==> src/oal_pkg.sv <==
// oal_pkg: shared types and codes of the ordered array list engine
// no dependencies; used by the interfaces, the cell, the top level and the checker
`timescale 1ns / 1ps

package oal_pkg;

    localparam int MODE_W  = 3;
    localparam int DATA_W  = 32;
    localparam int POS_W   = 6;
    localparam int COUNT_W = 7;
    localparam int STAT_W  = 2;

    localparam logic [MODE_W-1:0] MODE_QUERY     = 3'd0;
    localparam logic [MODE_W-1:0] MODE_INS_FRONT = 3'd1;
    localparam logic [MODE_W-1:0] MODE_INS_BACK  = 3'd2;
    localparam logic [MODE_W-1:0] MODE_INS_AT    = 3'd3;
    localparam logic [MODE_W-1:0] MODE_REM_FRONT = 3'd4;
    localparam logic [MODE_W-1:0] MODE_REM_BACK  = 3'd5;
    localparam logic [MODE_W-1:0] MODE_REM_AT    = 3'd6;
    localparam logic [MODE_W-1:0] MODE_FIND      = 3'd7;

    localparam logic [STAT_W-1:0] STAT_OK    = 2'd0;
    localparam logic [STAT_W-1:0] STAT_FULL  = 2'd1;
    localparam logic [STAT_W-1:0] STAT_EMPTY = 2'd2;
    localparam logic [STAT_W-1:0] STAT_RANGE = 2'd3;

    // what every cell does with its entry
    typedef enum logic [1:0] {
        SH_HOLD = 2'd0,
        SH_UP   = 2'd1,
        SH_DOWN = 2'd2
    } shift_t;

    typedef struct packed {
        shift_t              shift;
        logic                find_en;
        logic [DATA_W-1:0]   key;
        logic [DATA_W-1:0]   ins_value;
    } cell_ctrl_t;

endpackage

==> src/oal_cell.sv <==
// oal_cell: one list slot; shifts its entry with its neighbors and
// folds its entry into the find / max wave passing down the chain
// depends on oal_pkg
`timescale 1ns / 1ps

module oal_cell #(
    parameter int IDX = 0,
    parameter int IW  = 6,
    parameter int CW  = 7
) (
    input  logic                        clk,
    input  oal_pkg::cell_ctrl_t         ctrl,
    input  logic [IW-1:0]               pos,
    input  logic [CW-1:0]               count,
    input  logic [oal_pkg::DATA_W-1:0]  left_entry,
    input  logic [oal_pkg::DATA_W-1:0]  right_entry,
    output logic [oal_pkg::DATA_W-1:0]  entry,
    input  logic                        prev_found,
    input  logic [IW-1:0]               prev_fidx,
    input  logic [oal_pkg::DATA_W-1:0]  prev_maxv,
    input  logic [IW-1:0]               prev_maxi,
    output logic                        found,
    output logic [IW-1:0]               fidx,
    output logic [oal_pkg::DATA_W-1:0]  maxv,
    output logic [IW-1:0]               maxi
);

    localparam logic [IW-1:0] MY_IDX  = IW'(IDX);
    localparam logic [CW-1:0] MY_SLOT = CW'(IDX);
    localparam bit            IS_HEAD = (IDX == 0);

    logic [oal_pkg::DATA_W-1:0] entry_reg, entry_next;
    logic                       found_reg, found_next;
    logic [IW-1:0]              fidx_reg, fidx_next;
    logic [oal_pkg::DATA_W-1:0] maxv_reg, maxv_next;
    logic [IW-1:0]              maxi_reg, maxi_next;
    logic                       live;

    always_comb
    begin
        entry_next = entry_reg;
        case (ctrl.shift)
            oal_pkg::SH_UP:
            begin
                if (MY_IDX > pos)
                begin
                    entry_next = left_entry;
                end
                else if (MY_IDX == pos)
                begin
                    entry_next = ctrl.ins_value;
                end
            end
            oal_pkg::SH_DOWN:
            begin
                if (MY_IDX >= pos)
                begin
                    entry_next = right_entry;
                end
            end
            default:
            begin
                entry_next = entry_reg;
            end
        endcase
    end

    // slots at or past the count only pass the wave along
    assign live = (MY_SLOT < count);

    always_comb
    begin
        found_next = prev_found;
        fidx_next  = prev_fidx;
        maxv_next  = prev_maxv;
        maxi_next  = prev_maxi;
        if (live && ctrl.find_en && !prev_found && (entry_reg == ctrl.key))
        begin
            found_next = 1'b1;
            fidx_next  = MY_IDX;
        end
        if (live && (IS_HEAD || ($signed(entry_reg) > $signed(prev_maxv))))
        begin
            maxv_next = entry_reg;
            maxi_next = MY_IDX;
        end
    end

    always_ff @(posedge clk)
    begin
        entry_reg <= entry_next;
        found_reg <= found_next;
        fidx_reg  <= fidx_next;
        maxv_reg  <= maxv_next;
        maxi_reg  <= maxi_next;
    end

    assign entry = entry_reg;
    assign found = found_reg;
    assign fidx  = fidx_reg;
    assign maxv  = maxv_reg;
    assign maxi  = maxi_reg;

endmodule

==> config.mk <==
export PLATFORM = sky130hd
export DESIGN_NAME = oal_cell
export DESIGN_NICKNAME = d
export VERILOG_FILES = /design/src/oal_pkg.sv /design/src/oal_cell.sv
export SDC_FILE = /design/constraint.sdc
export NUM_CORES = 1
export LEC_CHECK = 0
export BUFFER_PORTS_ARGS = -buffer_cell sky130_fd_sc_hd__buf_4
export CAP_MARGIN = 5
export CORE_AREA = 2 2 104 106
export CTS_CLUSTER_DIAMETER = 200
export DETAILED_ROUTE_END_ITERATION = 7
export DIE_AREA = 0 0 106 108
export PLACE_DENSITY = 0.71
export SLEW_MARGIN = 20
export SYNTH_ARGS = -nofsm -noshare
export SYNTH_HDL_FRONTEND = slang
export SYNTH_SLANG_ARGS = --single-unit
==> constraint.sdc <==
create_clock -name clk -period 3 [get_ports clk]
set_clock_uncertainty 0.1 [all_clocks]
set_input_delay 0.3 -clock clk [delete_from_list [all_inputs] [get_ports clk]]
set_output_delay 0.3 -clock clk [all_outputs]
set_load 0.01 [all_outputs]
=== Word-level counts from Yosys, hierarchy flattened ===
Index checks and enable logic that the tools add are counted.

* Multiply operators: 0
* Order comparisons: 3
* Equal/unequal tests: 5
* Multiplexer cells: 5
* Shift-type cells: 0
* Reductions and logical operators: 7
* Bitwise gates (word level): 0
* Div/mod/pow operators: 0
* $add $sub $neg: 0

{| class="wikitable"
|+ Operators by type and width
! cell !! number
|-
| 32-bit 2-to-1 mux || 4
|-
| 32-bit case mux with 2 select lines || 1
|-
| 32-bit == test || 1
|-
| 1-bit by 7-bit less-than comparator with 1-bit output (first input constant) || 1
|-
| 1-bit by 6-bit >= comparator with 1-bit output (first input constant) || 1
|-
| 1-bit by 6-bit greater-than comparator with 1-bit output (first input constant) || 1
|-
| 6-bit logical NOT || 1
|-
| 1-bit logical AND || 3
|-
| 3-bit != test (second input constant) || 1
|-
| 3-bit AND reduction || 1
|-
| 2-bit by 1-bit == test with 1-bit output (second input constant) || 1
|-
| 2-bit == test (second input constant) || 1
|-
| 2-bit != test (second input constant) || 1
|-
| 2-bit nonzero test || 1
|-
| 1-bit logical NOT || 1
|}

* Latch bits: 0
* ROM bits: 0
* Bits in writable memories: 0
* Memories: 0
* Flip-flop bits (word level): 77
* Input port bits: 190
* Word-level logic and storage cells: 25

=== Longest topological paths before layout ===
Gate-level depths: netlist (run 1).

* Depth in word-level cells: 4
* Gate-level depth with buffers: 6

=== Least setup slack after synthesis (run 1) ===
No wires, ideal clock.

* Kind: input port to flip-flop
* Start point: in pos[3]
* End point: reg entry_reg, in the netlist entry[0], enable pin
* Arrival: 2457 ps
* Stages: 3
* Path slack: 22 ps
* Cells stage by stage: or4_1 > o32a_1 > nor2_1

* Word-level cells in the longest chain between the ends: 3
* Elaborated cells between the ends (all ways): 6

{| class="wikitable"
|+ Ends and longest elaborated chain
! element !! RTL line !! text
|-
| start, declared || oal_cell.sv:13 || <nowiki>input logic [IW-1:0] pos,</nowiki>
|-
| 1-bit by 6-bit greater-than comparator with 1-bit output (tied with other cells) || oal_cell.sv:45 || <nowiki>if (MY_IDX > pos)</nowiki>
|-
| 3-bit != test (no source line) / 2-bit != test (equally long branches) || n/a ||
|-
| 3-bit AND reduction (no source line) * || n/a ||
|-
| end signal, assigned || oal_cell.sv:91 || <nowiki>entry_reg <= entry_next;</nowiki>
|-
| end, declared || oal_cell.sv:32 || <nowiki>logic [oal_pkg::DATA_W-1:0] entry_reg, entry_next;</nowiki>
|}

Every way passes the cells marked *; elsewhere a longest branch is shown, timed or not.
A chain may end at the register's enable or synchronous reset.

=== Worst setup path in the final report (run 1) ===
* Start point: reg entry_reg, in the netlist entry[19]
* End point: reg fidx_reg[1], in the netlist fidx[1]

* Word-level cells in the longest chain between the ends: 2

{| class="wikitable"
|+ Ends and longest elaborated chain
! element !! RTL line !! text
|-
| 32-bit == test || oal_cell.sv:77 || <nowiki>if (live && ctrl.find_en && !prev_found && (entry_reg == ctrl.key))</nowiki>
|-
| 1-bit logical AND || oal_cell.sv:77 ||
|-
| end signal, assigned || oal_cell.sv:93 || <nowiki>fidx_reg <= fidx_next;</nowiki>
|-
| end, declared || oal_cell.sv:34 || <nowiki>logic [IW-1:0] fidx_reg, fidx_next;</nowiki>
|}

No other way between the ends.

==> results of run 1 <==
## worst max-delay path, stage by stage, from the launching register on
cell and delay [ns]:
sky130_fd_sc_hd__edfxtp_1 0.44, sky130_fd_sc_hd__xnor2_1 0.18, sky130_fd_sc_hd__nand4_1 0.15, sky130_fd_sc_hd__nor4_2 0.76, sky130_fd_sc_hd__a31oi_1 0.21
## metrics by stage
stage	power [W]	cells	hold WS [ns]	area (um^2)	util, %
floorplan	0.00157	226	0.297	3340	-
global placement	0.00195	592	0.396	5240	51.2
detailed placement	0.00196	592	0.405	5240	51.2
CTS	0.00281	608	0.0318	5460	53.4
global route	0.00291	608	0.0362	5460	53.4
finish	0.00277	608	0.0553	5460	53.4
## worst paths after layout
kind | from | endpoint | slack [ns] | cells past startpoint
setup / recovery | entry[19]$_DFFE_PP_ | fidx[1]$_SDFF_PP0_ | 1.01 | 4
hold / removal | prev_found | found$_SDFF_PP1_ | 0.06 | 2
setup reg to reg | entry[19]$_DFFE_PP_ | fidx[1]$_SDFF_PP0_ | 1.01 | 4
hold reg to reg | entry[21]$_DFFE_PP_ | maxv[21]$_DFF_P_ | 0.47 | 1
## synthesized netlist by cell type (2+ instances only)
master,instances,area (um^2)
sky130_fd_sc_hd__buf_2,3,15.0
sky130_fd_sc_hd__and3_1,6,37.5
sky130_fd_sc_hd__inv_1,11,41.3
sky130_fd_sc_hd__buf_6,4,45.0
sky130_fd_sc_hd__xor2_1,2,17.5
sky130_fd_sc_hd__edfxtp_1,32,961
sky130_fd_sc_hd__dfxtp_1,45,901
sky130_fd_sc_hd__nor2_1,2,7.51
sky130_fd_sc_hd__ha_1,2,25.0
sky130_fd_sc_hd__nand2b_1,2,12.5
sky130_fd_sc_hd__xnor2_1,27,236
sky130_fd_sc_hd__mux2_2,34,383
sky130_fd_sc_hd__nand4_1,6,37.5
sky130_fd_sc_hd__mux2_4,30,450
sky130_fd_sc_hd__a31oi_1,6,37.5
## layout make-up
class                   count  area, um^2  area share [%]
clock inverters             4        31.3           0.573
multi-input cells         130        1380            25.3
clock buffers              12         188            3.44
inverters                  11        41.3           0.756
flip-flops and latches     77        1860            34.1
well taps                 136         170            3.12
repair buffers            238        1790            32.7
## logic make-up after synthesis
group	synth area share, %
XOR/XNOR	7.61
AND/OR/NAND/NOR	5.47
buffers and inverters	3.15
multiplexers	25.0
AO/OA/AOI/OAI	2.32
adder cells (fa/ha/maj)	0.749
flip-flops	55.8
## metal layers
layer	track usage (%)	wire length (um)
met4	5.08	107
met5	0	0
met2	30.5	5010
met3	6.87	956
met1	17.2	3560
## power groups by stage
| stage | logic, W | clock network [W] | registers [W] |
|---|---|---|---|
| CTS | 0.000644 | 0.000872 | 0.00129 |
| finish | 0.000635 | 0.000844 | 0.00129 |
| global route | 0.000680 | 0.000924 | 0.00131 |
| floorplan | 0.000203 | 0 | 0.00136 |
| detailed placement | 0.000642 | 0 | 0.00132 |
| global placement | 0.000631 | 0 | 0.00131 |
==> run metrics, run 1 <==
Reg clk slew, reported paths=0.09 ns; total negative slack for setup checks=0 ns; Leak Pwr=2.58 nW; routability congestion estimate from global placement=0.760; mean number of vias per cell=4.46; CP Data Required Time=3.09 ns; Inserted Clock Buffers=9; Slew headroom=45.9%; Critical Path Source Type=register; cells resized by post-CTS repair=0; clock latency on the worst-skew pair=0.35 ns; First DRT Iteration DRCs=76; maximum number of pins on one net before global-route repair=23; most used flip-flop cell after synthesis=sky130_fd_sc_hd__dfxtp_1; share of layout cells above drive strength 1=68.6%; area delta synth->final=63.5%; Logic pwr share=22.9%; Seq cells post-synth=between 70 and 80; number of antenna violations at the first check in global routing=0; number of distinct library cell variants in the gate-level netlist after synthesis=29; hold-fix buffer count after cts=0; Syn Nets=418; root cell of the clock tree=sky130_fd_sc_hd__clkbuf_8; largest fanout of any net on the critical path=7; cell count after synthesis=between 200 and 250; number of synthesized flops with an enable pin=32; number of hold violations in the final report=0; overall routing resource usage=16.5%; Switching Share=around a quarter; Finish-stage setup viols=0; kind of end point of the critical path=register; detailed-routing iteration count for the pre-antenna-repair pass=4; Avg WL per Cell=about 16 um; maximum buffer depth of the clock tree=2; total wire length after detailed routing=between 9 and 10 mm; yosys warns=0; sequential cell area fraction in the yosys report=a little under three fifths; post-synthesis async set-or-reset flop share=0%; highest attainable clock frequency=503 MHz; actual transition at the worst max-transition pin=0.805 ns; highest-count cells in the layout ignoring fill and taps=238 x sky130_fd_sc_hd__buf_4, 45 x sky130_fd_sc_hd__dfxtp_1, 34 x sky130_fd_sc_hd__mux2_2; share of total power in sequential cells=46.7%; internal power component=slightly above 0.002 W; worst IR drop on VDD=~0.23 mV; start-to-end type of the worst setup path=reg2reg; DRC violations left=0; Post-Synthesis Cell Area=0.00334 mm^2; Filler cells=910; residual overflow from global routing=0; # Post-CTS Setup Buffers=0; antenna diode count=0; x dimension of the die=around 110 um; antenna violation net count after detailed routing=0; standard-cell rows=37; via count=2712; clock network fraction of total power=30.4%; Port Buffer Count=234; net switching power=0.000709 W; HPWL after DPL=between 7 and 8 mm; Die Ht=108 um; Hold Path Class=in2reg; CTS tree=done; number of max-capacitance violations reported=0; total die area=0.0114 mm^2; sink count of the clock tree=77; via count of the first global-routing pass=approximately 2800; count of H-tree levels built during CTS=3; core area=0.0102 mm^2; total power density per cell area=508 mW/mm^2; share of the clock period used by the worst path=66.3%; arrival time reported for the critical path endpoint=2.08 ns; I/O pin count=roughly 270; result of the run=finished clean; most common cell after layout, fill and taps aside=sky130_fd_sc_hd__buf_4; net total in the final layout=~660; initial core utilization=32.6%; first-pass GRT wire length=between 10 and 15 mm; RSZ-0062 raised after global routing=no; final count of pins violating max slew=0; Mean Syn Cell Area=14.8 um^2; pre-CTS worst setup slack=0.886 ns; worst path setup slack after routing=1.01 ns; time the worst path needs with I/O delays and setup=1.99 ns
Power figures use the tool's default switching activity.
==> inputs of run 2 (changes only) <==
==> constraint.sdc (replaced) <==
create_clock -name clk -period 1.77 [get_ports clk]
set_clock_uncertainty 0.1 [all_clocks]
set_input_delay 0.177 -clock clk [delete_from_list [all_inputs] [get_ports clk]]
set_output_delay 0.177 -clock clk [all_outputs]
set_load 0.01 [all_outputs]
==> run metrics, run 2 (synthesis results as in run 1) <==
total die area=0.0114 mm^2 (unchanged); met3 GRT Util=5.61% (-1.3 points); Reg clk slew, reported paths=0.09 ns (about the same); clock latency on the worst-skew pair=0.34 ns (about the same); area delta synth->final=80.2%; mean number of vias per cell=4.35 (-2.4%); total wire length after detailed routing=10.4 mm (+7.8%); highest attainable clock frequency=620 MHz (+23%); DRC violations left=0 (unchanged); HPWL after DPL=7.93 mm (+3.4%); result of the run=finished clean; Leak Pwr=2.82 nW (+9.2%); first-pass GRT wire length=15.6 mm (+10%); Avg WL per Cell=15.7 um (-0.72%); arrival time reported for the critical path endpoint=1.72 ns (-0.36 ns); count of H-tree levels built during CTS=3 (unchanged); number of hold violations in the final report=0 (unchanged); Filler cells=826 (-9.2%); worst path setup slack after routing=0.158 ns (-0.854 ns); core area=0.0102 mm^2 (unchanged); via count of the first global-routing pass=3178 (+12%); Hold Path Class=in2reg; antenna violation net count after detailed routing=0 (unchanged); Slew headroom=81.2% (+35 points); total negative slack for setup checks=0 ns (unchanged); initial core utilization=32.6% (unchanged); worst IR drop on VDD=0.472 mV (+110%); share of the clock period used by the worst path=91.1% (+25 points); RSZ-0062 raised after global routing=no; start-to-end type of the worst setup path=reg2reg; kind of end point of the critical path=register; share of layout cells above drive strength 1=63.1% (-5.5 points); overall routing resource usage=18.0% (+1.4 points); First DRT Iteration DRCs=78 (+2.6%); largest fanout of any net on the critical path=7 (unchanged); net total in the final layout=710 (+7.7%); via count=2874 (+6.0%); pre-CTS worst setup slack=-0.0831 ns (-0.969 ns); met1 track demand over resource in global routing=18.1% (+0.95 points); Critical Path Source Type=register; Port Buffer Count=234 (unchanged); # Post-CTS Setup Buffers=0 (unchanged); root cell of the clock tree=sky130_fd_sc_hd__clkbuf_8; placed cell count=598 (+1.0%); detailed-routing iteration count for the pre-antenna-repair pass=4 (unchanged); GR met2 Demand/Resource=35.3% (+4.8 points); number of antenna violations at the first check in global routing=0 (unchanged); maximum number of pins on one net before global-route repair=17 (-26%); CTS tree=done; maximum buffer depth of the clock tree=2 (unchanged); peak-usage layer in the global routing report=met2; x dimension of the die=106 um (unchanged); I/O pin count=267 (unchanged); cells resized by post-CTS repair=0 (unchanged); Finish-stage setup viols=0 (unchanged); final count of pins violating max slew=0 (unchanged); standard-cell rows=37 (unchanged); hold-fix buffer count after cts=45 (+45); number of standard cells in the layout, taps in and fillers out=660 (+8.6%); routability congestion estimate from global placement=0.760 (about the same); highest-count cells in the layout ignoring fill and taps=238 x sky130_fd_sc_hd__buf_4, 45 x sky130_fd_sc_hd__dfxtp_1, 45 x sky130_fd_sc_hd__dlygate4sd3_1; most common cell after layout, fill and taps aside=sky130_fd_sc_hd__buf_4; Inserted Clock Buffers=9 (unchanged); number of max-capacitance violations reported=0 (unchanged); residual overflow from global routing=0 (unchanged); actual transition at the worst max-transition pin=0.280 ns (-0.525 ns); Die Ht=108 um (unchanged); CP Data Required Time=1.88 ns (-1.21 ns); sink count of the clock tree=77 (unchanged); time the worst path needs with I/O delays and setup=1.61 ns (-0.376 ns); total power density per cell area=781 mW/mm^2 (+54%)
## run 2: cell count changes in the layout (fill, tap and decap cells not counted)
cell	before	now
sky130_fd_sc_hd__dlygate4sd3_1	0	45
sky130_fd_sc_hd__diode_2	0	1
sky130_fd_sc_hd__clkinv_4	0	2
sky130_fd_sc_hd__inv_6	2	1
sky130_fd_sc_hd__clkbuf_16	2	1
sky130_fd_sc_hd__buf_12	0	6
## run 2: cell type report
class / count / area, um^2 / share of cell area [%]
diodes: 1 / 2.50 / 0.0416
clock buffers: 11 / 163 / 2.70
clock inverters: 5 / 40.0 / 0.665
inverters: 11 / 41.3 / 0.686
multi-input cells: 130 / 1380 / 23.0
flip-flops and latches: 77 / 1860 / 30.9
well taps: 136 / 170 / 2.83
repair buffers: 289 / 2360 / 39.2
## run 2: where the power goes
part / total (W) / internal, W / switching, W
clock: 0.00132 / 0.000644 / 0.000676
combinational: 0.00118 / 0.000785 / 0.000399
sequential: 0.00220 / 0.00207 / 0.000131
total: 0.00470 / 0.00350 / 0.00121
## run 2: worst paths after layout
kind	start	endpoint	slack, ns	cells past startpoint
worst min-delay path	right_entry[14]	entry[14]$_DFFE_PP_	0.04	2
worst min register to register	entry[27]$_DFFE_PP_	maxv[27]$_DFF_P_	0.46	1
worst max-delay path	entry[13]$_DFFE_PP_	fidx[0]$_SDFF_PP0_	0.16	5
worst max register to register	entry[13]$_DFFE_PP_	fidx[0]$_SDFF_PP0_	0.16	5
## run 2: worst max-delay path, stage by stage, from the launching register on
cell and delay, ns:
sky130_fd_sc_hd__edfxtp_1 0.44, sky130_fd_sc_hd__xnor2_1 0.20, sky130_fd_sc_hd__nand4_1 0.15, sky130_fd_sc_hd__nor4_2 0.29, sky130_fd_sc_hd__buf_4 0.20, sky130_fd_sc_hd__a31oi_1 0.10
## run 2: metrics by stage
stage	instance area (um^2)	total power, W	util (%)	hold WS (ns)
after global placement	5360	0.00333	52.4	0.304
after detailed placement	5360	0.00335	52.4	0.305
after CTS	6020	0.00478	58.8	0.0134
final	6020	0.00470	58.8	0.0363
after global routing	6020	0.00494	58.8	0.00892
after floorplan	3350	0.00266	-	0.174
## run 2: per-layer routing
layer	vias up	wire length (um)
met1	1319	3820
met4	0	132
met3	12	762
li1	1400	-
met5	-	0
met2	143	5670
==> inputs of run 3 (changes only) <==
--- a/config.mk
+++ b/config.mk
@@ -12,6 +12,7 @@
 export DETAILED_ROUTE_END_ITERATION = 7
 export DIE_AREA = 0 0 106 108
 export PLACE_DENSITY = 0.71
+export RECOVER_POWER = 100
 export SLEW_MARGIN = 20
 export SYNTH_ARGS = -nofsm -noshare
 export SYNTH_HDL_FRONTEND = slang
==> run metrics, run 3 (synthesis results as in run 1) <==
result of the run=finished clean; kind of end point of the critical path=register; total die area=0.0114 mm^2 (unchanged); start-to-end type of the worst setup path=in2reg; HPWL after DPL=7.93 mm (unchanged); largest fanout of any net on the critical path=16 (+9); total negative slack for setup checks=0 ns (unchanged); net switching power=0.00120 W (-0.23%); worst IR drop on VDD=0.464 mV (-1.7%); highest attainable clock frequency=585 MHz (-5.7%); crit path cell chain=clkbuf_4 > or4_1 > o32a_1 > nor2_1 > clkbuf_4; cells resized by post-CTS repair=0 (unchanged); Design Area, Final=0.00553 mm^2 (-8.2%); Filler cells=940 (+14%); First DRT Iteration DRCs=76 (-2.6%); RSZ-0062 raised after global routing=no; total power density per cell area=810 mW/mm^2 (+3.6%); DRC violations left=0 (unchanged); Logic pwr share=21.3% (-3.9 points); most numerous cell on the critical path=sky130_fd_sc_hd__clkbuf_4; routability congestion estimate from global placement=0.760 (unchanged); number of antenna violations at the first check in global routing=0 (unchanged); detailed-routing iteration count for the pre-antenna-repair pass=4 (unchanged); sink count of the clock tree=77 (unchanged); cell area reported after detailed placement=0.00536 mm^2 (unchanged); standard cell with the maximum stage delay on the critical path=sky130_fd_sc_hd__or4_1; number of hold violations in the final report=0 (unchanged); count of H-tree levels built during CTS=3 (unchanged); clock latency on the worst-skew pair=0.34 ns (about the same); via count of the first global-routing pass=3178 (unchanged); CTS tree=done; highest-count cells in the layout ignoring fill and taps=153 x sky130_fd_sc_hd__buf_4, 78 x sky130_fd_sc_hd__clkbuf_1, 45 x sky130_fd_sc_hd__dfxtp_1, 45 x sky130_fd_sc_hd__dlygate4sd3_1; Hold Path Class=in2reg; arrival time reported for the critical path endpoint=1.63 ns (-0.09 ns); maximum buffer depth of the clock tree=2 (unchanged); Reg clk slew, reported paths=0.09 ns (about the same); power consumption=0.00447 W (-4.9%); most common cell after layout, fill and taps aside=sky130_fd_sc_hd__buf_4; Avg WL per Cell=15.9 um (+1.3%); share of layout cells above drive strength 1=42.1% (-21 points); time the worst path needs with I/O delays and setup=1.71 ns (+0.0979 ns); via count=2889 (+0.52%); residual overflow from global routing=0 (unchanged); antenna violation net count after detailed routing=0 (unchanged); initial core utilization=32.6% (unchanged); highest cell delay on the worst timing path=0.50 ns (+0.06 ns); actual transition at the worst max-transition pin=0.445 ns (+0.166 ns); area delta synth->final=65.5%; Switching Share=26.9% (+1.3 points); clock network fraction of total power=29.7% (+1.6 points); Finish-stage setup viols=0 (unchanged); CP Data Required Time=1.69 ns (-0.19 ns); Die Ht=108 um (unchanged); standard-cell rows=37 (unchanged); share of the clock period used by the worst path=96.6% (+5.5 points); Critical Path Source Type=input pin; first-pass GRT wire length=15.6 mm (unchanged); overall routing resource usage=18.0% (unchanged); net total in the final layout=710 (unchanged); mean number of vias per cell=4.38 (+0.52%); maximum number of pins on one net before global-route repair=17 (unchanged); internal power component=0.00327 W (-6.5%); final count of pins violating max slew=0 (unchanged); root cell of the clock tree=sky130_fd_sc_hd__clkbuf_8; Slew headroom=70.3% (-11 points); share of total power in sequential cells=49.0% (+2.2 points); I/O pin count=267 (unchanged); Inserted Clock Buffers=9 (unchanged); Port Buffer Count=234 (unchanged); core area=0.0102 mm^2 (unchanged); x dimension of the die=106 um (unchanged); number of max-capacitance violations reported=0 (unchanged); Leak Pwr=2.35 nW (-17%); total wire length after detailed routing=10.5 mm (+1.3%)
[run 3: critical path: cells and delay by family]
kind | cells | cell delay (ns)
AO/OA/AOI/OAI | 1 | 0.29
AND/OR/NAND/NOR | 2 | 0.71
buffers and inverters | 2 | 0.45
[run 3: per-stage QoR]
| stage | hold slack, ns | instances | util (%) | setup slack [ns] |
|---|---|---|---|---|
| after floorplan | 0.174 | 226 | - | -0.231 |
| after global placement | 0.304 | 598 | 52.4 | -0.0855 |
| after detailed placement | 0.305 | 598 | 52.4 | -0.0831 |
| after CTS | 0.0134 | 659 | 58.8 | 0.103 |
| after global routing | 0.00912 | 659 | 54.0 | 0.0436 |
| final | 0.0353 | 660 | 54.0 | 0.0602 |
[run 3: repair_timing]
item                       in CTS  in global routing
hold buffers                   45                  0
setup buffers                   0                  0
hold endpoints to repair       45                  0
setup endpoints to repair       0                  0
[run 3: per-layer routing]
metal,vias up,wire length (um),track usage [%]
met5,-,0,0
met4,0,135,5.36
met3,14,774,5.61
met2,154,5670,35.3
met1,1323,3940,18.1
li1,1398,-,-
[run 3: worst paths after layout]
check                                    startpoint             endpoint  slack (ns)  depth (start not counted)
worst max-delay path                         pos[3]  entry[30]$_DFFE_PP_        0.06                          5
worst min-delay path                       ctrl[16]  entry[16]$_DFFE_PP_        0.04                          2
worst max register to register  entry[13]$_DFFE_PP_   fidx[0]$_SDFF_PP0_        0.17                          5
worst min register to register  entry[27]$_DFFE_PP_     maxv[27]$_DFF_P_        0.45                          1
[run 3: layout make-up]
class	instances	area, um^2	area share (%)
diodes	1	2.50	0.0453
flip-flops and latches	77	1860	33.7
repair buffers	289	1990	36.1
clock buffers	11	163	2.94
well taps	136	170	3.08
inverters	11	41.3	0.747
multi-input cells	130	1250	22.7
clock inverters	5	40.0	0.725
[run 3: power by group through the flow]
| stage | logic (W) | clock network, W | registers [W] |
|---|---|---|---|
| 5_1_grt | 0.00103 | 0.00146 | 0.00221 |
| 3_5_place_dp | 0.00111 | 0 | 0.00224 |
| 4_1_cts | 0.00120 | 0.00138 | 0.00220 |
| 3_3_place_gp | 0.00109 | 0 | 0.00223 |
| 2_1_floorplan | 0.000349 | 0 | 0.00231 |
| 6_report | 0.000954 | 0.00133 | 0.00219 |
